## src/design/odo_pkg.sv

```systemverilog
// ----------------------------------------------------------------------------
// odo_pkg
// Shared types, constants and helper functions of the wheel odometry block.
// ----------------------------------------------------------------------------
package odo_pkg;

    localparam int CNT_W = 32;            // encoder count width
    localparam int DPT_W = 32;            // distance per tick register width
    localparam int WB_W  = 28;            // wheelbase register width
    localparam int US_W  = 32;            // elapsed time width
    localparam int POS_W = 64;            // position width
    localparam int ANG_W = 32;            // binary angle width
    localparam int SPD_W = 32;            // speed width

    localparam int MA_W  = 128;           // multiplicand / product width
    localparam int MB_W  = 64;            // multiplier width
    localparam int DN_W  = 128;           // dividend / quotient width
    localparam int DD_W  = 64;            // divisor width
    localparam int CR_W  = 34;            // CORDIC datapath width
    localparam int CR_N  = 30;            // CORDIC iterations

    localparam logic [31:0] TURN_SCALE  = 32'd683565276;
    localparam logic [31:0] US_PER_S    = 32'd1000000;
    localparam logic [CR_W-1:0] CR_GAIN = CR_W'(652032874);
    localparam logic [DPT_W-1:0] DPT_RST = DPT_W'(10385987);
    localparam logic [WB_W-1:0]  WB_RST  = WB_W'(4546626);

    // Configuration register indexes
    localparam logic CFG_DPT = 1'b0;
    localparam logic CFG_WB  = 1'b1;

    // Datapath operations, one per controller step
    typedef enum logic [4:0] {
        OP_DMAG, OP_WMAG, OP_COR1, OP_SX, OP_SY,
        OP_TURN, OP_DTH, OP_COR2,
        OP_XP1, OP_XP2, OP_XDIV, OP_YP1, OP_YP2, OP_YDIV,
        OP_VLIN1, OP_VLIN2, OP_VDEN, OP_VANG1, OP_VANG2,
        OP_PUB
    } t_op;

    typedef struct packed {
        logic load;
        logic start;
        logic publish;
        t_op  op;
    } t_cmd;

    typedef struct packed {
        logic done;
        logic straight;
        logic no_time;
        logic out_free;
    } t_sts;

    // Arctangent table for CORDIC, binary angle with full turn = 2^32
    function automatic logic [CR_W-1:0] atan_lut(input logic [4:0] i);
        logic [31:0] v;
        case (i)
            5'd0:  v = 32'h20000000;
            5'd1:  v = 32'h12E4051E;
            5'd2:  v = 32'h09FB385B;
            5'd3:  v = 32'h051111D4;
            5'd4:  v = 32'h028B0D43;
            5'd5:  v = 32'h0145D7E1;
            5'd6:  v = 32'h00A2F61E;
            5'd7:  v = 32'h00517C55;
            5'd8:  v = 32'h0028BE53;
            5'd9:  v = 32'h00145F2F;
            5'd10: v = 32'h000A2F98;
            5'd11: v = 32'h000517CC;
            5'd12: v = 32'h00028BE6;
            5'd13: v = 32'h000145F3;
            5'd14: v = 32'h0000A2FA;
            5'd15: v = 32'h0000517D;
            5'd16: v = 32'h000028BE;
            5'd17: v = 32'h0000145F;
            5'd18: v = 32'h00000A30;
            5'd19: v = 32'h00000518;
            5'd20: v = 32'h0000028C;
            5'd21: v = 32'h00000146;
            5'd22: v = 32'h000000A3;
            5'd23: v = 32'h00000051;
            5'd24: v = 32'h00000029;
            5'd25: v = 32'h00000014;
            5'd26: v = 32'h0000000A;
            5'd27: v = 32'h00000005;
            5'd28: v = 32'h00000003;
            5'd29: v = 32'h00000001;
            default: v = 32'h0;
        endcase
        return {2'b00, v};
    endfunction

    // Clamp a magnitude to a signed 64-bit field, then apply the sign
    function automatic logic [POS_W-1:0] sat64(input logic [MA_W-1:0] mag, input logic neg);
        logic [MA_W-1:0]  lim;
        logic [POS_W-1:0] m;
        lim = {64'b0, neg ? 64'h8000_0000_0000_0000 : 64'h7FFF_FFFF_FFFF_FFFF};
        m = (mag > lim) ? lim[POS_W-1:0] : mag[POS_W-1:0];
        return neg ? (POS_W'(0) - m) : m;
    endfunction

    // Clamp a magnitude to a signed 32-bit field, then apply the sign
    function automatic logic [SPD_W-1:0] sat32(input logic [MA_W-1:0] mag, input logic neg);
        logic [MA_W-1:0]  lim;
        logic [SPD_W-1:0] m;
        lim = {96'b0, neg ? 32'h8000_0000 : 32'h7FFF_FFFF};
        m = (mag > lim) ? lim[SPD_W-1:0] : mag[SPD_W-1:0];
        return neg ? (SPD_W'(0) - m) : m;
    endfunction

endpackage

```

## src/design/odo_ctrl.sv

```systemverilog
// ----------------------------------------------------------------------------
// odo_ctrl
// Sequencer: steps the datapath through the straight or arc update and the
// speed computation, one arithmetic operation at a time.
// ----------------------------------------------------------------------------
module odo_ctrl
    import odo_pkg::*;
(
    input  logic i_clk,
    input  logic i_rst_n,
    input  logic i_valid,
    output logic o_ready,
    input  t_sts i_sts,
    output t_cmd o_cmd
);

    typedef enum logic [1:0] {S_IDLE, S_ISSUE, S_WAIT, S_PUB} t_state;

    t_state r_state;
    t_op    r_op, n_op;

    // Pick the operation that follows the current one
    always_comb begin
        n_op = OP_PUB;
        unique case (r_op) inside
            OP_DMAG:  n_op = OP_WMAG;
            OP_WMAG:  n_op = OP_COR1;
            OP_COR1:  n_op = i_sts.straight ? OP_SX : OP_TURN;
            OP_SX:    n_op = OP_SY;
            OP_TURN:  n_op = OP_DTH;
            OP_DTH:   n_op = OP_COR2;
            OP_COR2:  n_op = OP_XP1;
            OP_XP1:   n_op = OP_XP2;
            OP_XP2:   n_op = OP_XDIV;
            OP_XDIV:  n_op = OP_YP1;
            OP_YP1:   n_op = OP_YP2;
            OP_YP2:   n_op = OP_YDIV;
            OP_SY, OP_YDIV: n_op = i_sts.no_time ? OP_PUB : OP_VLIN1;
            OP_VLIN1: n_op = OP_VLIN2;
            OP_VLIN2: n_op = OP_VDEN;
            OP_VDEN:  n_op = OP_VANG1;
            OP_VANG1: n_op = OP_VANG2;
            OP_VANG2: n_op = OP_PUB;
            OP_PUB:   n_op = OP_PUB;
            default:  n_op = OP_PUB;
        endcase
    end

    // Drive commands from the current step
    always_comb begin
        o_ready       = (r_state == S_IDLE);
        o_cmd.load    = (r_state == S_IDLE) && i_valid;
        o_cmd.start   = (r_state == S_ISSUE);
        o_cmd.publish = (r_state == S_PUB) && i_sts.out_free;
        o_cmd.op      = r_op;
    end

    // Hold state and current operation
    always_ff @(posedge i_clk) begin
        if (!i_rst_n) begin
            r_state <= S_IDLE;
            r_op    <= OP_DMAG;
        end else begin
            unique case (r_state)
                S_IDLE: begin
                    if (i_valid) begin
                        r_state <= S_ISSUE;
                        r_op    <= OP_DMAG;
                    end
                end
                S_ISSUE: begin
                    r_state <= S_WAIT;
                end
                S_WAIT: begin
                    if (i_sts.done) begin
                        r_op    <= n_op;
                        r_state <= (n_op == OP_PUB) ? S_PUB : S_ISSUE;
                    end
                end
                S_PUB: begin
                    if (i_sts.out_free) begin
                        r_state <= S_IDLE;
                    end
                end
                default: r_state <= S_IDLE;
            endcase
        end
    end

endmodule

```

## config.mk

```make
export PLATFORM = sky130hd
export DESIGN_NAME = odo_ctrl
export DESIGN_NICKNAME = d
export VERILOG_FILES = /design/src/design/odo_pkg.sv /design/src/design/odo_ctrl.sv
export SDC_FILE = /design/constraint.sdc
export NUM_CORES = 1
export LEC_CHECK = 0
export ABC_AREA = 0
export BUFFER_PORTS_ARGS = -buffer_cell sky130_fd_sc_hd__clkbuf_2
export CORE_UTILIZATION = 33
export DETAILED_ROUTE_END_ITERATION = 8
export GPL_TIMING_DRIVEN = 0
export PLACE_DENSITY_LB_ADDON = 0.3
export SLEW_MARGIN = 5
export SYNTH_ARGS = -nofsm -noshare
export SYNTH_HDL_FRONTEND = slang
export SYNTH_SLANG_ARGS = --single-unit
```

## constraint.sdc

```tcl
create_clock -name i_clk -period 1.7 [get_ports i_clk]
set_input_delay 0.17 -clock i_clk [delete_from_list [all_inputs] [get_ports i_clk]]
set_output_delay 0.17 -clock i_clk [all_outputs]
set_load 0.01 [all_outputs]
```

# After elaboration in Yosys (flattened, before gate mapping)
# Cells that the tools add are included.
dict set report totals {
  inputBits 7
  wordCells 45
  output_inout_bits 9
  reg_bits 7
}
dict set report classes {
  n_eq_ne 24
  n_reduce_logical 8
  muxes 11
}
# cell n
set op_table {}
lappend op_table {{one-hot mux 5 bit (17 select lines)} 1}
lappend op_table {{== test 5 x 4 -> 1 bit (second input constant)} 8}
lappend op_table {{== test 5 x 3 -> 1 bit (second input constant)} 4}
lappend op_table {{== test 5 bit (second input constant)} 3}
lappend op_table {{two-way mux 5 bit} 3}
lappend op_table {{== test 5 x 2 -> 1 bit (second input constant)} 2}
lappend op_table {{one-hot mux 5 bit (2 select lines)} 1}
lappend op_table {{two-way mux 2 bit} 4}
lappend op_table {{one-hot mux 2 bit (4 select lines)} 1}
lappend op_table {{!= test 2 bit (second input constant)} 3}
lappend op_table {{AND reduction 3 bit} 2}
lappend op_table {{== test 5 x 1 -> 1 bit (second input constant)} 1}
lappend op_table {{logical NOT 5 bit} 1}
lappend op_table {{== test 2 bit (second input constant)} 2}
lappend op_table {{two-way mux 3 bit} 1}
lappend op_table {{== test 2 x 1 -> 1 bit (second input constant)} 1}
lappend op_table {{logical AND 1 bit} 2}
lappend op_table {{logical NOT 2 bit} 1}
lappend op_table {{nonzero test 2 bit} 1}
lappend op_table {{OR reduction 2 bit} 1}

# Depth between registers and ports, before layout
# Gate-level depths: netlist of run 1.
dict set report logic_depth {
  word_depth 7
  depth_mapped 6
  depth_no_buf 6
}

# Worst setup path after synthesis of run 1
# No wires, ideal clock.
dict set report synth_path {
  kind {register -> register}
  startpoint {reg r_op[1]}
  endpoint {reg r_op[2]}
  path_buffers 1
  arrival_ns 1.153
  period_less_slack_ns 1.275
  setup_time_ns 0.122
  required_ns 1.578
  setup_slack_ns 0.425
  stages_incl_launch_ff 6
  cell_sequence {dfxtp_1 > buf_6 > nor2_1 > a31oi_1 > a21oi_1 > o311a_1}
}
dict set report synth_between {
  elab_chain_len 5
  word_cells_on_any_way 22
  cone_classes {eq/ne (17); mux (3); reduce/logical (2)}
}
# element line
set synth_rtl {}
lappend synth_rtl {{start: declaration} odo_ctrl.sv:20} ;# t_op r_op, n_op;
lappend synth_rtl {{start signal: assignment} odo_ctrl.sv:76} ;# r_op <= n_op;
lappend synth_rtl {{== test 5 x 3 -> 1 bit (no source line) / == test 5 x 4 -> 1 bit (equally long branches)} -}
lappend synth_rtl {{OR reduction 2 bit} odo_ctrl.sv:25} ;# unique case (r_op) inside
lappend synth_rtl {{one-hot mux 5 bit (17 select lines) *} odo_ctrl.sv:25}
lappend synth_rtl {{two-way mux 5 bit *} odo_ctrl.sv:75} ;# if (i_sts.done) begin
lappend synth_rtl {{one-hot mux 5 bit (2 select lines) *} odo_ctrl.sv:64} ;# unique case (r_state)
# Every way passes the cells marked *; elsewhere a longest branch is shown, timed or not. The select of a mux whose other input is x is not followed.
# A chain may end at the register's enable or synchronous reset.

# Final worst setup path of run 1
dict set report layout_path {
  startpoint {reg r_op[2]}
  endpoint {reg r_state[1]}
}
dict set report layout_between {
  elab_chain_len 7
  word_cells_on_any_way 24
  cone_classes {eq/ne (18); mux (4); reduce/logical (2)}
}
# element line
set layout_rtl {}
lappend layout_rtl {{== test 5 x 3 -> 1 bit (no source line) / == test 5 x 4 -> 1 bit (equally long branches)} -}
lappend layout_rtl {{OR reduction 2 bit} odo_ctrl.sv:25}
lappend layout_rtl {{one-hot mux 5 bit (17 select lines) *} odo_ctrl.sv:25}
lappend layout_rtl {{== test 5 bit *} odo_ctrl.sv:77} ;# r_state <= (n_op == OP_PUB) ? S_PUB : S_ISSUE;
lappend layout_rtl {{two-way mux 2 bit *} odo_ctrl.sv:77}
lappend layout_rtl {{two-way mux 2 bit *} odo_ctrl.sv:75}
lappend layout_rtl {{one-hot mux 2 bit (4 select lines) *} odo_ctrl.sv:64}
lappend layout_rtl {{end signal: assignment} odo_ctrl.sv:77}
lappend layout_rtl {{end: declaration} odo_ctrl.sv:19} ;# t_state r_state;
# Marks and branches as above.

==> results of run 1 <==
cell usage in the layout (no fill, tap or decap), types with 2 or more instances in the layout:
cell | synthesis | routed
inv_1 | 5 | 5
o21ai_0 | 6 | 6
nand2_1 | 6 | 6
a21boi_0 | 3 | 3
nor2_1 | 3 | 3
mux2i_1 | 2 | 2
dfxtp_1 | 7 | 7
nor2b_1 | 4 | 4
and3_1 | 2 | 2
clkbuf_2 | 0 | 15
nand3_1 | 2 | 2
o211ai_1 | 4 | 4
clkbuf_4 | 0 | 3
a21oi_1 | 3 | 3
buf_6 | 2 | 2
sequential cells by signal, indices dropped and copies added (netlist names):
name and flops:
r_op 5, r_state 2
cell usage after synthesis (all sizes together):
| cell | instances | area share (%) |
|---|---|---|
| nor2b | 4 | 4.5 |
| and3 | 3 | 3.6 |
| nand3 | 2 | 1.8 |
| o31ai | 1 | 1.3 |
| a31oi | 1 | 1.1 |
| nor3b | 1 | 2.2 |
| a21o | 1 | 1.3 |
| dfxtp | 7 | 25 |
| or4b | 1 | 1.8 |
| nor2 | 3 | 2.0 |
| inv | 5 | 3.3 |
| o41ai | 1 | 1.6 |
| a21boi | 4 | 5.4 |
| buf | 4 | 6.2 |
| nor4 | 1 | 1.1 |
| and2 | 2 | 2.2 |
| and4b | 1 | 1.8 |
| nand2 | 6 | 4.0 |
| nor3 | 1 | 0.89 |
| o21ai | 6 | 5.4 |
| nand3b | 1 | 1.3 |
| and3b | 1 | 1.6 |
| nand2b | 1 | 1.1 |
| a32oi | 1 | 1.6 |
| a22oi | 1 | 1.3 |
| a211o | 1 | 1.6 |
| o211ai | 4 | 5.4 |
| o311a | 1 | 1.8 |
| o311ai | 1 | 1.6 |
| mux2i | 2 | 3.6 |
| a21oi | 3 | 2.7 |
power by group through the flow:
stage | logic [W] | registers (W) | clock network, W
after floorplan | 0.0000424 | 0.000179 | 0
after global placement | 0.0000690 | 0.000180 | 0
after detailed placement | 0.0000699 | 0.000180 | 0
after CTS | 0.0000706 | 0.000177 | 0.000159
after global routing | 0.0000781 | 0.000178 | 0.000179
final | 0.0000710 | 0.000177 | 0.000154
worst max path at each step:
stage,endpoint,slack [ns],depth (start not counted)
finish,r_state[1],0.28,5
global route,r_state[1],0.20,5
CTS,r_state[1],0.29,5
detailed placement,r_state[1],0.34,5
global placement,r_state[1],0.35,5
floorplan,r_op[2],0.43,5
logic make-up (layout without fill, tap and decap cells):
kind of cell    count (synthesis)  after routing  synth area share, %
flops                           7              7                 25.0
simple gates                   28             28                 29.9
mux                             2              2                 3.57
compound gates                 26             26                 31.9
buf+inv                         9             28                 9.60
worst max-delay path, delay by kind of cell (launching register included):
family	cells	cell delay [ns]
AOI/OAI and AO/OA	3	0.63
buffers and inverters	1	0.20
DFF	1	0.40
muxes	1	0.08
stage by stage:
stage               instance area, um^2  power, W  worst slack (ns)  util, %  std cells
floorplan                           561  0.000222             0.425        -         72
global placement                    656  0.000249             0.350     42.5        103
detailed placement                  656  0.000250             0.336     42.5        103
CTS                                 682  0.000406             0.295     44.2        107
global route                        682  0.000435             0.201     44.2        107
finish                              682  0.000401             0.283     44.2        107
cell type report:
type / count / area (um^2) / share of cell area [%]
Multi-Input combinational cell: 56 / 367 / 53.8
Sequential cell: 7 / 140 / 20.6
Timing Repair Buffer: 15 / 75.1 / 11.0
Buffer: 4 / 35.0 / 5.14
Clock buffer: 4 / 26.3 / 3.85
Tap cell: 16 / 20.0 / 2.94
Inverter: 5 / 18.8 / 2.75
routing by layer:
metal / vias to the layer above / global-route usage [%]
li1: 306 / -
met5: - / 0
met1: 282 / 24.6
met3: 2 / 4.26
met4: 0 / 9.70
met2: 19 / 25.7
==> results.toml, run 1 <==
[clocking]
cts_sinks = 7
cts-root-buf = "clkbuf_4"
htreeDepth = 1
postCtsResizedCells = 0
cts_tree = "done"
ctsHoldBuffers = 0
clk_latency_ns = 0.25
cts.clk_slew.worst_paths_ns = 0.06
numCtsBuffers = 3
post_cts_buffers = 0
clockBufferDepth = 2

[global_route]
track_usage_pct = 18.0
antenna_found_initial = 0
grt_pass1_vias = 537
grt_pass1_wl_um = 2470
grt_overflow = 0
grt_max_degree = 11

[floorplan]
pin_count = 16
initial_utilization_pct = 36.4
fp.coreArea_um2 = 1540
rows = 14
die_h_um = 43.2
dieArea_um2 = 1870
die-width_um = 43.2

[timing]
clock.fmax_mhz = 706
setup_tns_ns = 0
finalClockSkew_ns = 0.00378
finalSetupViolations = 0
drv_slew = 0
hold_viol_final = 0
rsz0062_at_grt = "no"
post-route-min-period_ns = 1.42
period_share_pct = 83.4
slew-limit-headroom_pct = 78.5
timing.hold.ws_ns = 0.229
tightest_slew_ns = 0.318

[detailed_routing]
ant_nets = 0
wl_met3_um = 67
wl_per_cell_um = 13.7
wirelength_um = 1470
vias = 609
drc = 0
dr.first_iter.drc_count = 19
met1_length_um = 765
via_per_inst = 5.69
first_pass_iters = 4
met2_length_um = 624
highest_layer = "met4"

[hold_path]
hold_depth = 2
holdPathEnd = "r_op[2]"
min_path_type = "primary input to flop"
min_from = "i_rst_n"

[placed_design]
dp_hpwl_um = 1090
place.gp.congestion = 0.797
numPortBuffers = 15

[outcome]
status = "completed"

[power_and_ir_drop]
switching_share_pct = 27.6
pwr-share-clk_pct = 38.3
power_frac_seq_pct = 44.0
power_density_nw_per_um2 = 588
ir_worst_vdd_mv = 0.342
p_leak_nw = 0.279
combPwrFrac_pct = 17.7
p_int_w = 0.000291
switchingPower_w = 0.000111

[worst_setup_path]
cp-end-kind = "flop"
timing.rr.start = "r_op[2]"
rr_endpoint = "r_state[1]"
required_ns = 1.85
critical_path.cell_chain = "buf_4, mux2i_1, a21oi_1, o21ai_0, o41ai_1"
cp-start-kind = "flop"
reg2reg_depth = 5
crit_slowest_cell = "dfxtp_1"
cp-startpoint = "r_op[2]"
rrSetupSlack_ns = 0.28
slowest_delay_ns = 0.40
crit_fanout = 10
critical_path_class = "flop to flop"
cp.arrival_ns = 1.56

[synthesis]
synth_nets = 79
ys_seq_area_share_pct = 25.0
syn_inst = 72
ys_types = 36
ys.warnings.count = 0
synthesis.area_um2 = 561
syn_avg_cell_area_um2 = 7.79
synth_seq_cells = 7

[cells_and_area]
fin_nets = 99
num-fill-cells = 176
drive_gt1_share_pct = 26.4
synthToLayoutAreaGrowth_pct = 21.7
antenna_cells = 0

[run]
maxCapViolCount = 0
(Power assumes the default switching activity.)
==> inputs of run 2 (changes only) <==
Clock period 1.7 ns to 1.4 ns, I/O delays scaled along.
==> run 2 against run 1 <==
Against the previous run: combinational power rose by 28%; core utilization up 1.5 points; clock power rose by 18%; power is 22% higher; routed wire length up 2.7%; clock-buffer cell count unchanged; first-iteration DRC count is 47% lower; fmax up 7.2%; global-route usage unchanged; register-to-register slack worse by 0.20 ns; hold slack worse by 0.035 ns; cell area is 3.5% higher; largest cell class unchanged.
==> results.toml, run 2 (synthesis gave the netlist of run 1 again) <==
[clocking]
cts_sinks = 7
numCtsBuffers = 3
post_cts_buffers = 0
clockBufferDepth = 2
clk_latency_ns = 0.25
cts_tree = "done"
cts.clk_slew.worst_paths_ns = 0.06
htreeDepth = 1
cts-root-buf = "clkbuf_4"

[cells_and_area]
antenna_cells = 0
final_cell_mix = "clkbuf_2 (15), nand2_1 (6), o21ai_0 (6)"
fin_nets = 99
synthToLayoutAreaGrowth_pct = 25.9
reg.largest.list = "r_op: 5 flops, r_state: 2 flops"
largest_reg_flops = 5
fin_cells = 107
final_common_cell = "clkbuf_2"
regMostFlops = "r_op"
drive_gt1_share_pct = 34.1

[detailed_routing]
vias = 620
met1_length_um = 750
first_pass_iters = 6
highest_layer = "met4"
wirelength_um = 1510
ant_nets = 0
via_per_inst = 5.79
wl_met3_um = 80
drc = 0
met2_length_um = 663
wl_per_cell_um = 14.1
dr.first_iter.drc_count = 10

[global_route]
grt_max_degree = 11
grt_pass1_vias = 537
grt_overflow = 0
grt_pass1_wl_um = 2470
antenna_found_initial = 0
track_usage_pct = 18.0

[timing]
post-route-min-period_ns = 1.32
rsz0062_at_grt = "no"
layout_setup_ws_ns = 0.0781
slew-limit-headroom_pct = 78.3
drv_slew = 0
timing.hold.ws_ns = 0.193
clock.fmax_mhz = 756
tightest_slew_ns = 0.322
period_share_pct = 94.4
finalSetupViolations = 0
finalClockSkew_ns = 0.00594
hold_viol_final = 0
setup_tns_ns = 0

[worst_setup_path]
critical_path.cell_chain = "buf_6, and4b_1, a31oi_1, a21oi_1, o311a_1"
crit_fanout = 10
required_ns = 1.53
cp-start-kind = "flop"
crit_slowest_cell = "o311a_1"
cp.arrival_ns = 1.46
cp-end-kind = "flop"
critical_path_class = "flop to flop"
slowest_delay_ns = 0.33

[placed_design]
numPortBuffers = 15
dp.cells = 103
dp_slack_ns = 0.0358
place.gp.congestion = 0.797
dp_hpwl_um = 1090

[floorplan]
fp.coreArea_um2 = 1540
pin_count = 16
dieArea_um2 = 1870
die-width_um = 43.2
die_h_um = 43.2
initial_utilization_pct = 36.4
rows = 14

[hold_path]
min_path_type = "primary input to flop"

[power_and_ir_drop]
power_density_nw_per_um2 = 692
p_leak_nw = 0.283
ir_worst_vdd_mv = 0.411

[run]
maxCapViolCount = 0

[outcome]
status = "completed"
## run 2: stage by stage
| stage | cell area [um^2] | total power (W) | utilization [%] |
|---|---|---|---|
| 2_1_floorplan | 561 | 0.000269 | - |
| 3_3_place_gp | 656 | 0.000302 | 42.5 |
| 5_1_grt | 706 | 0.000534 | 45.8 |
| 4_1_cts | 686 | 0.000494 | 44.5 |
| 6_report | 706 | 0.000488 | 45.8 |
| 3_5_place_dp | 656 | 0.000304 | 42.5 |
## run 2: area by class of cell
cell class	instances	area, um^2
timing repair buffer	15	75.1
fill	172	836
inverter	5	18.8
clock buffer	4	26.3
sequential	7	144
multi-input combinational	56	384
buffer	4	37.5
tap	16	20.0
## run 2: power breakdown
group	leakage, nW	internal [W]	total [W]	switching (W)
registers	0.0583	0.000206	0.000215	0.00000871
logic	0.209	0.0000405	0.0000911	0.0000507
clock network	0.0150	0.000109	0.000182	0.0000737
total	0.283	0.000355	0.000488	0.000133
## run 2: layer usage
layer | vias to the layer above | GRT usage (%)
met1 | 290 | 24.6
li1 | 309 | -
met3 | 2 | 4.26
met5 | - | 0
met2 | 19 | 25.7
met4 | 0 | 9.70
## run 2: path summary, 6_finish.rpt
kind                                 to  slack [ns]  cells past startpoint     from
worst max-delay path            r_op[2]        0.08                      5  r_op[3]
worst max register to register  r_op[2]        0.08                      5  r_op[3]
worst min register to register  r_op[3]        0.63                      3  r_op[3]
worst min-delay path            r_op[2]        0.19                      2  i_rst_n
## run 2: worst max-delay path, delay by kind of cell, from the launching register on
kind                   cells  cell delay (ns)
and+or+nand+nor            1             0.18
DFF                        1             0.32
AOI/OAI and AO/OA          3             0.57
buffers and inverters      1             0.15
## run 2: repair_timing
action,4_1_cts,5_1_grt
hold buffers,0,0
resized for setup,1,7
setup endpoints to repair,1,6
cloned,0,0
==> inputs of run 3 (changes only) <==
Settings changed: SETUP_SLACK_MARGIN set to 0.1.
==> run 3 against run 2 <==
Against the previous run: highest routed layer unchanged; flip-flop and latch count is the same; setup slack gained 0.064 ns; critical path depth is the same; register-to-register slack gained 0.06 ns.
==> results.toml, run 3 (synthesis gave the netlist of run 1 again) <==
[timing]
drv_slew = 0
finalClockSkew_ns = 0.00441
finalSetupViolations = 0
tightest_slew_ns = 0.292
setup_tns_ns = 0
post-route-min-period_ns = 1.26
slew-limit-headroom_pct = 80.2
timing.hold.ws_ns = 0.187
hold_viol_final = 0
clock.fmax_mhz = 795
rsz0062_at_grt = "yes"
period_share_pct = 89.9

[worst_setup_path]
critical_path_class = "flop to flop"
required_ns = 1.53
cp-end-kind = "flop"
cp-start-kind = "flop"
slowest_delay_ns = 0.36
crit_fanout = 7
crit_slowest_cell = "dfxtp_4"
reg2reg_depth = 5
cp.arrival_ns = 1.38
critical_path.cell_chain = "buf_8, nor4_4, a21oi_2, o211ai_1, a21boi_0"

[cells_and_area]
regMostFlops = "r_op"
largest_reg_flops = 5
drive_gt1_share_pct = 43.6
final_cell_mix = "clkbuf_2 (15), nand2_1 (6), inv_1 (5), dfxtp_2 (5), o211ai_1 (4)"
fin_nets = 102
design_area_um2 = 778
final_core_util_pct = 50.5
final_common_cell = "clkbuf_2"
antenna_cells = 0
reg.largest.list = "r_op: 5 flops, r_state: 2 flops"
synthToLayoutAreaGrowth_pct = 38.8
fin_cells = 110

[clocking]
htreeDepth = 1
cts.clk_slew.worst_paths_ns = 0.06
cts_tree = "done"
cts_sinks = 7
clockBufferDepth = 2
clk_latency_ns = 0.25
numCtsBuffers = 3
cts-root-buf = "clkbuf_4"
ctsHoldBuffers = 0

[power_and_ir_drop]
p_leak_nw = 0.313
combPwrFrac_pct = 20.3
p_int_w = 0.000362
switchingPower_w = 0.000142
power_density_nw_per_um2 = 647
power_frac_seq_pct = 42.5
pwr-share-clk_pct = 37.2
switching_share_pct = 28.1
ir_worst_vdd_mv = 0.424

[placed_design]
place.gp.congestion = 0.797
placed_cell_area_um2 = 656
dp.cells = 103
dp_hpwl_um = 1090
numPortBuffers = 15

[hold_path]
min_path_type = "primary input to flop"
hold_depth = 2

[floorplan]
dieArea_um2 = 1870
fp.coreArea_um2 = 1540
die_h_um = 43.2
die-width_um = 43.2
rows = 14
pin_count = 16
initial_utilization_pct = 36.4

[global_route]
grt_max_degree = 11
grt_pass1_wl_um = 2580
antenna_found_initial = 0
track_usage_pct = 18.7
grt_overflow = 0
grt_pass1_vias = 543

[detailed_routing]
dr.first_iter.drc_count = 5
wirelength_um = 1560
vias = 639
first_pass_iters = 4
drc = 0
ant_nets = 0
wl_per_cell_um = 14.1
via_per_inst = 5.81

[run]
maxCapViolCount = 0

[outcome]
status = "completed"
-- run 3: worst max-delay path, delay by kind of cell, from the launching register on --
kind	cells	cell delay (ns)
and+or+nand+nor	1	0.27
AOI/OAI and AO/OA	3	0.37
DFF	1	0.36
buffers and inverters	1	0.13
-- run 3: stage by stage --
step	power (W)	setup WS, ns
2_1_floorplan	0.000269	0.125
3_3_place_gp	0.000302	0.0495
3_5_place_dp	0.000304	0.0358
4_1_cts	0.000496	0.0927
5_1_grt	0.000544	0.0836
6_report	0.000503	0.142
-- run 3: final timing paths --
kind,startpoint,to,slack [ns]
setup / recovery,r_op[2],r_op[1],0.14
hold / removal,i_rst_n,r_op[2],0.19
setup reg to reg,r_op[2],r_op[1],0.14
hold reg to reg,r_op[0],r_op[0],0.63
-- run 3: layout make-up --
| type | count | area (um^2) |
|---|---|---|
| clock buffer | 4 | 26.3 |
| timing repair buffer | 18 | 97.6 |
| inverter | 5 | 18.8 |
| fill | 165 | 763 |
| buffer | 4 | 48.8 |
| tap | 16 | 20.0 |
| sequential | 7 | 154 |
| multi-input combinational | 56 | 413 |
-- run 3: layer usage --
layer	wire, um	up-vias	track usage, %	part of all wire, %
li1	-	314	-	-
met1	742	295	25.9	48
met2	682	26	27.2	44
met3	100	4	3.83	6.4
met4	30	0	9.09	1.9
met5	0	-	0	0
-- run 3: what timing repair did --
action	4_1_cts	5_1_grt
pin swaps	1	8
setup buffers	2	1
resized for setup	7	21
setup endpoints to repair	5	8
-- run 3: power groups by stage --
stage | Combinational [W] | Sequential (W) | Clock [W]
2_1_floorplan | 0.0000515 | 0.000217 | 0
3_3_place_gp | 0.0000838 | 0.000218 | 0
3_5_place_dp | 0.0000848 | 0.000219 | 0
4_1_cts | 0.0000880 | 0.000215 | 0.000193
5_1_grt | 0.000111 | 0.000215 | 0.000217
6_report | 0.000102 | 0.000214 | 0.000187
